`config.mk`:
```
export PLATFORM = sky130hd
export DESIGN_NAME = packet_steering_classifier
export DESIGN_NICKNAME = d
export VERILOG_FILES = /design/src/hw/rtl/psc_pkg.sv /design/src/hw/rtl/psc_cfg_regs.sv /design/src/hw/rtl/psc_decide.sv /design/src/hw/rtl/packet_steering_classifier.sv
export SDC_FILE = /design/constraint.sdc
export NUM_CORES = 1
export LEC_CHECK = 0
export BUFFER_PORTS_ARGS = -buffer_cell sky130_fd_sc_hd__buf_2
export CAP_MARGIN = 20
export CORE_ASPECT_RATIO = 1.4
export CORE_MARGIN = 10
export CORE_UTILIZATION = 60
export DETAILED_ROUTE_END_ITERATION = 7
export PLACE_DENSITY = 0.84
export SLEW_MARGIN = 20
export SYNTH_ARGS = -nofsm -noshare
export SYNTH_HDL_FRONTEND = slang
export SYNTH_SLANG_ARGS = --single-unit
```
`constraint.sdc`:
```
create_clock -name clk -period 12.7 [get_ports clk]
set_input_delay 3.175 -clock clk [delete_from_list [all_inputs] [get_ports clk]]
set_output_delay 3.175 -clock clk [all_outputs]
set_load 0.01 [all_outputs]
```
`src/hw/rtl/psc_pkg.sv`:
```
// Shared types and codes for the packet steering classifier.
// Used by the config register file, the decision logic, the top level and the checker.
package psc_pkg;

    // Header field widths
    localparam int MacW  = 48;
    localparam int IpW   = 32;
    localparam int HashW = 32;

    localparam int InDataW  = 280;
    localparam int InUserW  = 2;
    localparam int OutDataW = 64;
    localparam int OutUserW = 2;

    localparam int CfgAddrW = 3;
    localparam int CfgDataW = 48;

    // Register indexes
    localparam logic [CfgAddrW-1:0] REG_MODE         = 3'd0;
    localparam logic [CfgAddrW-1:0] REG_GATEWAY_MAC  = 3'd1;
    localparam logic [CfgAddrW-1:0] REG_NET_ADDR     = 3'd2;
    localparam logic [CfgAddrW-1:0] REG_NET_MASK     = 3'd3;
    localparam logic [CfgAddrW-1:0] REG_SUB_MASK     = 3'd4;
    localparam logic [CfgAddrW-1:0] REG_FIXED_TARGET = 3'd5;

    // Steering policies
    localparam logic [3:0] MODE_LINK      = 4'd0;
    localparam logic [3:0] MODE_LOCALLINK = 4'd1;
    localparam logic [3:0] MODE_DBLMAC    = 4'd2;
    localparam logic [3:0] MODE_VLAN      = 4'd3;
    localparam logic [3:0] MODE_P2P       = 4'd4;
    localparam logic [3:0] MODE_DBLIP     = 4'd5;
    localparam logic [3:0] MODE_LOCALNET  = 4'd6;
    localparam logic [3:0] MODE_FLOW      = 4'd7;
    localparam logic [3:0] MODE_FIXED     = 4'd8;
    localparam logic [3:0] MODE_RSS       = 4'd9;
    localparam logic [3:0] MODE_COUNTER   = 4'd10;

    localparam logic [7:0] PROTO_TCP = 8'd6;
    localparam logic [7:0] PROTO_UDP = 8'd17;

    localparam logic [MacW-1:0] MAC_ONES = {MacW{1'b1}};
    localparam logic [IpW-1:0]  IP_ONES  = {IpW{1'b1}};

    typedef enum logic [1:0] {
        ACT_DROP   = 2'd0,
        ACT_STEER  = 2'd1,
        ACT_DOUBLE = 2'd2,
        ACT_BCAST  = 2'd3
    } action_t;

    typedef struct packed {
        logic [3:0]      mode;
        logic [MacW-1:0] gateway_mac;
        logic [IpW-1:0]  net_addr;
        logic [IpW-1:0]  net_mask;
        logic [IpW-1:0]  sub_mask;
        logic [IpW-1:0]  fixed_target;
    } cfg_t;

    typedef struct packed {
        logic [MacW-1:0] dst_mac;
        logic [MacW-1:0] src_mac;
        logic            ip_present;
        logic [IpW-1:0]  src_ip;
        logic [IpW-1:0]  dst_ip;
        logic [7:0]      ip_proto;
        logic            l4_present;
        logic [15:0]     src_port;
        logic [15:0]     dst_port;
        logic [11:0]     vlan_id;
        logic [31:0]     rss_hash;
        logic [31:0]     packet_count;
    } hdr_t;

    typedef struct packed {
        action_t          action;
        logic [HashW-1:0] hash_a;
        logic [HashW-1:0] hash_b;
    } result_t;

endpackage

```
`src/hw/rtl/psc_cfg_regs.sv`:
```
// Configuration register file of the packet steering classifier.
// Depends on psc_pkg for register indexes and the cfg_t bundle.
module psc_cfg_regs
    import psc_pkg::*;
(
    input  logic                clk,
    input  logic                rst_n,
    input  logic                cfg_we,
    input  logic [CfgAddrW-1:0] cfg_addr,
    input  logic [CfgDataW-1:0] cfg_wdata,
    output cfg_t                cfg
);

    cfg_t cfg_reg;

    always_ff @(posedge clk or negedge rst_n)
    begin
        if (!rst_n)
        begin
            cfg_reg.mode         <= MODE_LINK;
            cfg_reg.gateway_mac  <= '0;
            cfg_reg.net_addr     <= '0;
            cfg_reg.net_mask     <= '0;
            cfg_reg.sub_mask     <= IP_ONES;
            cfg_reg.fixed_target <= '0;
        end
        else if (cfg_we)
        begin
            // ignore writes to unused indexes
            unique case (cfg_addr)
                REG_MODE:         cfg_reg.mode         <= cfg_wdata[3:0];
                REG_GATEWAY_MAC:  cfg_reg.gateway_mac  <= cfg_wdata[MacW-1:0];
                REG_NET_ADDR:     cfg_reg.net_addr     <= cfg_wdata[IpW-1:0];
                REG_NET_MASK:     cfg_reg.net_mask     <= cfg_wdata[IpW-1:0];
                REG_SUB_MASK:     cfg_reg.sub_mask     <= cfg_wdata[IpW-1:0];
                REG_FIXED_TARGET: cfg_reg.fixed_target <= cfg_wdata[IpW-1:0];
                default:          ;
            endcase
        end
    end

    assign cfg = cfg_reg;

endmodule

```
`src/hw/rtl/psc_decide.sv`:
```
// Steering decision logic: one header and the configuration in, one decision out.
// Depends on psc_pkg for the header, config and result types.
module psc_decide
    import psc_pkg::*;
(
    input  cfg_t    cfg,
    input  hdr_t    hdr,
    output result_t res
);

    logic [15:0]    dh;
    logic [15:0]    sh;
    logic           mac_bc;
    logic           ip_bc;
    logic           s_in;
    logic           d_in;
    logic           l4_proto;
    logic [IpW-1:0] ip_xor;

    assign dh = hdr.dst_mac[47:32] ^ hdr.dst_mac[31:16] ^ hdr.dst_mac[15:0];
    assign sh = hdr.src_mac[47:32] ^ hdr.src_mac[31:16] ^ hdr.src_mac[15:0];
    assign mac_bc = (hdr.dst_mac == MAC_ONES) || (hdr.src_mac == MAC_ONES);
    assign ip_bc  = (hdr.src_ip == IP_ONES) || (hdr.dst_ip == IP_ONES);
    assign s_in   = (hdr.src_ip & cfg.net_mask) == cfg.net_addr;
    assign d_in   = (hdr.dst_ip & cfg.net_mask) == cfg.net_addr;
    assign l4_proto = (hdr.ip_proto == PROTO_TCP) || (hdr.ip_proto == PROTO_UDP);
    assign ip_xor = hdr.src_ip ^ hdr.dst_ip;

    always_comb
    begin
        res.action = ACT_DROP;
        res.hash_a = '0;
        res.hash_b = '0;
        unique case (cfg.mode)
            MODE_LINK:
            begin
                if (mac_bc)
                    res.action = ACT_BCAST;
                else
                begin
                    res.action = ACT_STEER;
                    res.hash_a = {16'd0, dh ^ sh};
                end
            end
            MODE_LOCALLINK:
            begin
                if (mac_bc)
                    res.action = ACT_BCAST;
                else if (hdr.dst_mac == cfg.gateway_mac)
                begin
                    res.action = ACT_STEER;
                    res.hash_a = {16'd0, sh};
                end
                else if (hdr.src_mac == cfg.gateway_mac)
                begin
                    res.action = ACT_STEER;
                    res.hash_a = {16'd0, dh};
                end
                else
                begin
                    res.action = ACT_DOUBLE;
                    res.hash_a = {16'd0, dh};
                    res.hash_b = {16'd0, sh};
                end
            end
            MODE_DBLMAC:
            begin
                if (mac_bc)
                    res.action = ACT_BCAST;
                else
                begin
                    res.action = ACT_DOUBLE;
                    res.hash_a = {16'd0, dh};
                    res.hash_b = {16'd0, sh};
                end
            end
            MODE_VLAN:
            begin
                if (hdr.vlan_id != '0)
                begin
                    res.action = ACT_STEER;
                    res.hash_a = {20'd0, hdr.vlan_id};
                end
            end
            MODE_P2P:
            begin
                if (hdr.ip_present)
                begin
                    if (ip_bc)
                        res.action = ACT_BCAST;
                    else
                    begin
                        res.action = ACT_STEER;
                        res.hash_a = ip_xor;
                    end
                end
            end
            MODE_DBLIP:
            begin
                if (hdr.ip_present)
                begin
                    if (ip_bc)
                        res.action = ACT_BCAST;
                    else
                    begin
                        res.action = ACT_DOUBLE;
                        res.hash_a = hdr.src_ip;
                        res.hash_b = hdr.dst_ip;
                    end
                end
            end
            MODE_LOCALNET:
            begin
                if (hdr.ip_present)
                begin
                    if (ip_bc)
                        res.action = ACT_BCAST;
                    else if (s_in && d_in)
                    begin
                        res.action = ACT_DOUBLE;
                        res.hash_a = hdr.src_ip & cfg.sub_mask;
                        res.hash_b = hdr.dst_ip & cfg.sub_mask;
                    end
                    else if (s_in)
                    begin
                        res.action = ACT_STEER;
                        res.hash_a = hdr.src_ip & cfg.sub_mask;
                    end
                    else if (d_in)
                    begin
                        res.action = ACT_STEER;
                        res.hash_a = hdr.dst_ip & cfg.sub_mask;
                    end
                end
            end
            MODE_FLOW:
            begin
                // no broadcast check on flows
                if (hdr.ip_present)
                begin
                    if (!l4_proto)
                    begin
                        res.action = ACT_STEER;
                        res.hash_a = ip_xor;
                    end
                    else if (hdr.l4_present)
                    begin
                        res.action = ACT_STEER;
                        res.hash_a = ip_xor ^ {16'd0, hdr.src_port} ^ {16'd0, hdr.dst_port};
                    end
                end
            end
            MODE_FIXED:
            begin
                res.action = ACT_STEER;
                res.hash_a = cfg.fixed_target;
            end
            MODE_RSS:
            begin
                res.action = ACT_STEER;
                res.hash_a = hdr.rss_hash;
            end
            MODE_COUNTER:
            begin
                res.action = ACT_STEER;
                res.hash_a = hdr.packet_count;
            end
            default:
            begin
                // undefined modes drop
                res.action = ACT_DROP;
            end
        endcase
    end

endmodule

```
`src/hw/rtl/packet_steering_classifier.sv`:
```
// Top level of the packet steering classifier: input register, decision, result register.
// Depends on psc_pkg, psc_cfg_regs and psc_decide.
//
//  channel   dir  handshake            payload
//  s_*       in   s_tvalid/s_tready    s_tdata header fields, s_tuser presence flags
//  m_*       out  m_tvalid/m_tready    m_tdata hash_a/hash_b, m_tuser action
//  cfg_*     in   cfg_we               cfg_addr register index, cfg_wdata value
//
// One word per cycle sustained while m_tready stays high; an accepted header passes
// the input register and then the result register before it shows on m_*: the
// decision runs from the input register and loads the result register.
// Reset clears both valid flags and loads the register defaults (sub_mask all ones).
// A stalled result holds in the result register while the input register still
// takes one more word; s_tready drops only when both stages are full and m_tready is low.
module packet_steering_classifier
    import psc_pkg::*;
(
    input  logic                clk,
    input  logic                rst_n,
    input  logic                s_tvalid,
    output logic                s_tready,
    // dst_mac, src_mac, src_ip, dst_ip, ip_proto, src_port, dst_port,
    // vlan_id, rss_hash, packet_count, 4 zero pad bits
    input  logic [InDataW-1:0]  s_tdata,
    // ip_present, l4_present
    input  logic [InUserW-1:0]  s_tuser,
    output logic                m_tvalid,
    input  logic                m_tready,
    // hash_a, hash_b
    output logic [OutDataW-1:0] m_tdata,
    // action
    output logic [OutUserW-1:0] m_tuser,
    input  logic                cfg_we,
    input  logic [CfgAddrW-1:0] cfg_addr,
    input  logic [CfgDataW-1:0] cfg_wdata
);

    cfg_t    cfg;
    hdr_t    hdr_in;
    hdr_t    hdr_reg;
    result_t res_next;
    result_t res_reg;
    logic    in_valid_reg;
    logic    out_valid_reg;
    logic    out_load;

    psc_cfg_regs u_cfg (
        .clk       (clk),
        .rst_n     (rst_n),
        .cfg_we    (cfg_we),
        .cfg_addr  (cfg_addr),
        .cfg_wdata (cfg_wdata),
        .cfg       (cfg)
    );

    always_comb
    begin
        hdr_in.dst_mac      = s_tdata[47:0];
        hdr_in.src_mac      = s_tdata[95:48];
        hdr_in.src_ip       = s_tdata[127:96];
        hdr_in.dst_ip       = s_tdata[159:128];
        hdr_in.ip_proto     = s_tdata[167:160];
        hdr_in.src_port     = s_tdata[183:168];
        hdr_in.dst_port     = s_tdata[199:184];
        hdr_in.vlan_id      = s_tdata[211:200];
        hdr_in.rss_hash     = s_tdata[243:212];
        hdr_in.packet_count = s_tdata[275:244];
        hdr_in.ip_present   = s_tuser[0];
        hdr_in.l4_present   = s_tuser[1];
    end

    // advance the result stage when it is empty or being drained
    assign out_load = !out_valid_reg || m_tready;
    assign s_tready = !in_valid_reg || out_load;

    always_ff @(posedge clk or negedge rst_n)
    begin
        if (!rst_n)
        begin
            in_valid_reg  <= 1'b0;
            out_valid_reg <= 1'b0;
        end
        else
        begin
            if (s_tready)
                in_valid_reg <= s_tvalid;
            if (out_load)
                out_valid_reg <= in_valid_reg;
        end
    end

    always_ff @(posedge clk)
    begin
        if (s_tready && s_tvalid)
            hdr_reg <= hdr_in;
        if (out_load && in_valid_reg)
            res_reg <= res_next;
    end

    psc_decide u_decide (
        .cfg (cfg),
        .hdr (hdr_reg),
        .res (res_next)
    );

    assign m_tvalid = out_valid_reg;
    assign m_tdata  = {res_reg.hash_b, res_reg.hash_a};
    assign m_tuser  = res_reg.action;

endmodule

```
# Word-level counts from Yosys, hierarchy flattened
# Cells that the tools add are included.
[word_totals]
register_bits = 526
input_bits = 338
output_inout_bits = 68
elab_cells = 110
[classes]
eq_ne = 25
muxes = 30
bitwise_logic = 12
reduce_logical = 20
[ops]
columns = ["op", "count"]
rows = [
  ["$pmux 32 s11", 1],
  ["$mux 64", 3],
  ["$mux 34", 5],
  ["$mux 33", 5],
  ["$mux 66", 2],
  ["$and 32x32->32", 4],
  ["$pmux 32 s4", 1],
  ["$eq 48x48->1", 2],
  ["$eq 48x48->1 const B", 2],
  ["$mux 32", 3],
  ["$xor 16x16->16", 5],
  ["$eq 32x32->1", 2],
  ["$eq 32x32->1 const B", 2],
  ["$xor 32x16->32", 2],
  ["$mux 48", 1],
  ["$mux 16", 2],
  ["$xor 32x32->32", 1],
  ["$pmux 2 s9", 1],
  ["$eq 4x3->1 const B", 4],
  ["$eq 4x4->1 const B", 3],
  ["$reduce_and 2->1", 6],
  ["$reduce_bool 12->1", 1],
  ["$eq 4x2->1 const B", 2],
  ["$eq 8x3->1 const B", 1],
  ["other kinds (13)", 26],
]

# Logic depth before layout (Yosys ltp)
[depth]
depth_word = 8
ltp_mapped = 14
depth_no_buf = 10

# Hierarchy
# A second synthesis with hierarchy kept.
[hier_totals]
hier_cells = 1872
area_unflattened_um2 = 24498.5
[modules_own_cells]
columns = ["mod", "instances", "cells_per_inst", "area_per_inst_um2", "seq_area_each_um2"]
rows = [
  ["packet_steering_classifier", 1, 352, 10433.8, 10380.0],
  ["psc_decide", 1, 1135, 7308.3, 0.0],
  ["psc_cfg_regs", 1, 385, 6756.5, 4544.4],
]

# Worst setup path after synthesis
# No wires, ideal clock.
[synth_timing]
kind = "input to register"
start = "input port m_tready"
end = "register hdr_reg[0] (netlist name) (enable)"
setup_ns = 0.675
arrival_ns = 9.709
t_required_ns = 12.025
setup_slack_ns = 2.315
stages = 2
n_path_buf = 0
path_cell_list = "nand3b_1 > and2_1"
[synth_between]
elab_chain_len = 3
[synth_rtl]
columns = ["item", "line", "text"]
rows = [
  ["start, declared", "packet_steering_classifier.sv:28", "input logic m_tready,"],
  ["$logic_or 1x1->1", "packet_steering_classifier.sv:73", "assign out_load = !out_valid_reg || m_tready;"],
  ["$logic_or 1x1->1", "packet_steering_classifier.sv:74", "assign s_tready = !in_valid_reg || out_load;"],
  ["$logic_and 1x1->1", "packet_steering_classifier.sv:94", "if (s_tready && s_tvalid)"],
  ["end signal, assigned", "packet_steering_classifier.sv:95", "hdr_reg <= hdr_in;"],
  ["end, declared", "packet_steering_classifier.sv:40", "hdr_t hdr_reg;"],
]
# No other way between the ends.
# A chain may end at the register's enable or synchronous reset.

# Worst setup path after layout
[layout_timing]
start = "input port m_tready"
end = "output port s_tready"
[layout_between]
elab_chain_len = 2
[layout_rtl]
columns = ["item", "line", "text"]
rows = [
  ["$logic_or 1x1->1", "packet_steering_classifier.sv:73", ""],
  ["$logic_or 1x1->1", "packet_steering_classifier.sv:74", ""],
  ["end, declared", "packet_steering_classifier.sv:21", "output logic s_tready,"],
]
# No other way between the ends.

==> impl_metrics.json <==
{
  "clk_latency_ns": 0.60,
  "grt_pass1_wl_um": 122000,
  "grt_use_met1_pct": 38.43,
  "crit_path_max_fanout": 3,
  "clock-sinks": 526,
  "synth-async-reset-ratio_pct": 34.60,
  "port-buffer-count": 401,
  "netlist_instances": 1801,
  "routedWlPerCell_um": 30.65,
  "root_buffer": "clkbuf_16",
  "cts_resized": 0,
  "gr-usage-met2_pct": 58.38,
  "r2r_setup_slack_ns": 8.82,
  "fin_crit_sh_pct": 53.67,
  "postCtsSetupRepairBufs": 0,
  "grt_pass1_vias": 18437,
  "startpoint": "m_tready",
  "antenna_found_initial": 2,
  "dieWidth_um": 189.8,
  "worst-endpoint-arrival_ns": 3.64,
  "nets": 2550,
  "core_um2": 40060,
  "synth_seq_cells": 526,
  "ys_top_cells_by_count": "edfxtp_1 (344), xnor2_1 (186), mux2_2 (179), dfrtp_1 (150), nand2_1 (104)",
  "path_buf_inv": 2,
  "rows": 87,
  "gr-total-overflow": 0,
  "path_cells": "buf_2 > nand3b_1 > buf_2",
  "critPathKind": "input port to output port",
  "reg2reg_from": "hdr_reg[176]$_DFFE_PP_",
  "final-hold-violation-count": 0,
  "crit_top_cell": "buf_2",
  "io_pins": 406,
  "busiest_layer": "met2",
  "worstMarginPinSlew_ns": 1.088,
  "htree_levels": 2,
  "fin_area_um2": 28660,
  "met3_usage_pct": 6.258,
  "p_total_uw": 4773,
  "hold_buffers": 0,
  "drv_slew": 0,
  "worstRegToRegCells": 10,
  "post_synth.cell_area_avg_um2": 13.45,
  "syn-num-nets": 2140,
  "synth-main-ff-cell": "edfxtp_1",
  "dieArea_um2": 48930,
  "finalSetupViolCount": 0,
  "rsz0062_at_grt": "false",
  "slew_headroom_pct": 27.18,
  "drive_gt1_share_pct": 33.13,
  "ys_seq_area_share_pct": 61.60,
  "fin_worst_skew_ns": 0.02521,
  "worst_setup_path_start_kind": "input port",
  "outcome": "completed",
  "clkTransAtPathRegs_ns": 0.06,
  "placement.cell_area_um2": 26900,
  "ir_drop_uv": 143.6,
  "drc": 0,
  "syn_area_um2": 24230,
  "tritoncts": "yes",
  "hpwl_um": 63860,
  "crit_required_ns": 9.52,
  "r2r-end": "m_tdata[0]$_DFFE_PP_",
  "area_growth_pct": 18.29,
  "synthTopCellsByArea": "edfxtp_1 (43%), dfrtp_1 (15%), mux2_2 (8.3%)",
  "synth_most_common_cell": "edfxtp_1",
  "holdWs_ns": 0.4994,
  "drv_cap": 0,
  "yosys.area.top_type": "edfxtp_1",
  "vias": 18334,
  "crit_path_end": "s_tready",
  "power.leakage_uw": 0.01107,
  "netlist-cell-type-count": 65,
  "fmaxAchievable_mhz": 146.7,
  "crit_cells": 3,
  "largest_reg_flops": 278,
  "min_period_ns": 6.816,
  "drt_first_pass_iters": 8,
  "utilization_pct": 71.54,
  "powerDensity_nw_per_um2": 166.6,
  "synth_edf_count": 344,
  "fin_tns_setup_ns": 0,
  "grt_use_total_pct": 33.98,
  "yosys_warnings": 0,
  "ant_nets": 0,
  "crit_path_end_kind": "output port",
  "place_congestion": 0.9968,
  "start_util_pct": 60.48,
  "crit_family": "buffers and inverters",
  "synth_top_area_share_pct": 42.64,
  "viasPerCell": 6.585,
  "hold_class": "flop to flop",
  "grt_max_degree": 83,
  "clockBufferDepth": 3,
  "slowest_stage": "nand3b_1",
  "die_h_um": 257.8,
  "nFillCells": 2717,
  "max_stage_delay_ns": 0.19,
  "drtIter0Drc": 2287,
  "wirelength_um": 85340,
  "numCtsBuffers": 48
}
cell usage in the layout, fill, tap and decap left out, types with 5 or more instances in the layout:
| cell type | netlist | routed |
|---|---|---|
| nor2_1 | 35 | 34 |
| and3b_1 | 17 | 17 |
| nand3_1 | 84 | 84 |
| nand4_1 | 76 | 76 |
| clkbuf_16 | 0 | 48 |
| o22a_1 | 18 | 18 |
| nand2_1 | 104 | 104 |
| dfstp_2 | 32 | 32 |
| clkbuf_1 | 58 | 7 |
| nor2b_1 | 16 | 16 |
| o21ai_0 | 32 | 32 |
| a21boi_0 | 15 | 15 |
| clkinv_2 | 0 | 8 |
| a32o_1 | 12 | 12 |
| a22oi_1 | 12 | 12 |
| o211ai_1 | 10 | 10 |
| dfrtp_1 | 150 | 150 |
| buf_4 | 0 | 30 |
| nor3_1 | 18 | 14 |
| a211oi_1 | 27 | 27 |
| a222oi_1 | 27 | 27 |
| buf_2 | 10 | 400 |
| xor2_1 | 38 | 38 |
| nor3_2 | 1 | 5 |
| nand2b_1 | 13 | 13 |
| nand4b_1 | 9 | 9 |
| and3_1 | 36 | 36 |
| bufinv_16 | 0 | 11 |
| edfxtp_1 | 344 | 344 |
| or3_1 | 13 | 13 |
| mux2_2 | 179 | 179 |
| xnor2_1 | 186 | 186 |
| nor4_1 | 21 | 20 |
| o31ai_1 | 5 | 5 |
| a21o_1 | 51 | 51 |
| a311o_1 | 16 | 16 |
| a21oi_1 | 76 | 76 |
per-layer routing:
| metal | vias up | part of all wire (%) |
|---|---|---|
| li1 | 7754 | - |
| met1 | 8989 | 33 |
| met2 | 1269 | 50 |
| met3 | 322 | 8.7 |
| met4 | 0 | 7.6 |
| met5 | - | 0 |
through the flow:
stage	std cells	setup WS, ns
after detailed placement	2695	5.908
after global routing	2784	5.857
after floorplan	1801	2.316
after global placement	2695	5.908
final	2784	5.884
after CTS	2783	5.883
worst min-delay path by stage:
stage	start	end	cells after the start
final	in_valid_reg$_DFFE_PN0N_	m_tvalid$_DFFE_PN0P_	1
after global routing	u_cfg.cfg[22]$_DFFE_PN0P_	u_cfg.cfg[22]$_DFFE_PN0P_	1
after CTS	in_valid_reg$_DFFE_PN0N_	m_tvalid$_DFFE_PN0P_	1
after detailed placement	in_valid_reg$_DFFE_PN0N_	m_tvalid$_DFFE_PN0P_	1
after global placement	in_valid_reg$_DFFE_PN0N_	m_tvalid$_DFFE_PN0P_	1
after floorplan	in_valid_reg$_DFFE_PN0N_	m_tvalid$_DFFE_PN0P_	1
kinds of logic after synthesis:
family / count (synthesis) / synth area share (%)
mux: 179 / 8.320
flops: 526 / 61.60
buf+inv: 74 / 1.291
simple gates: 472 / 10.83
xor+xnor: 224 / 8.098
fa+ha+maj: 2 / 0.09295
compound gates: 324 / 9.766
where the power goes:
| group | internal, uW | switching, uW |
|---|---|---|
| Sequential | 2090 | 250 |
| Combinational | 378 | 450 |
| Clock | 943 | 660 |
| Total | 3410 | 1360 |
area by class of cell:
type | instances | area [um2] | area share [%]
diodes | 1 | 2.502 | 0.008732
clock buffers | 58 | 1269 | 4.427
clock inverters | 30 | 469.2 | 1.637
inverters | 2 | 7.507 | 0.02620
multi-input cells | 1201 | 9067 | 31.64
flip-flops and latches | 526 | 14920 | 52.08
well taps | 534 | 668.1 | 2.331
repair buffers | 432 | 2250 | 7.850
(Power assumes the default switching activity.)
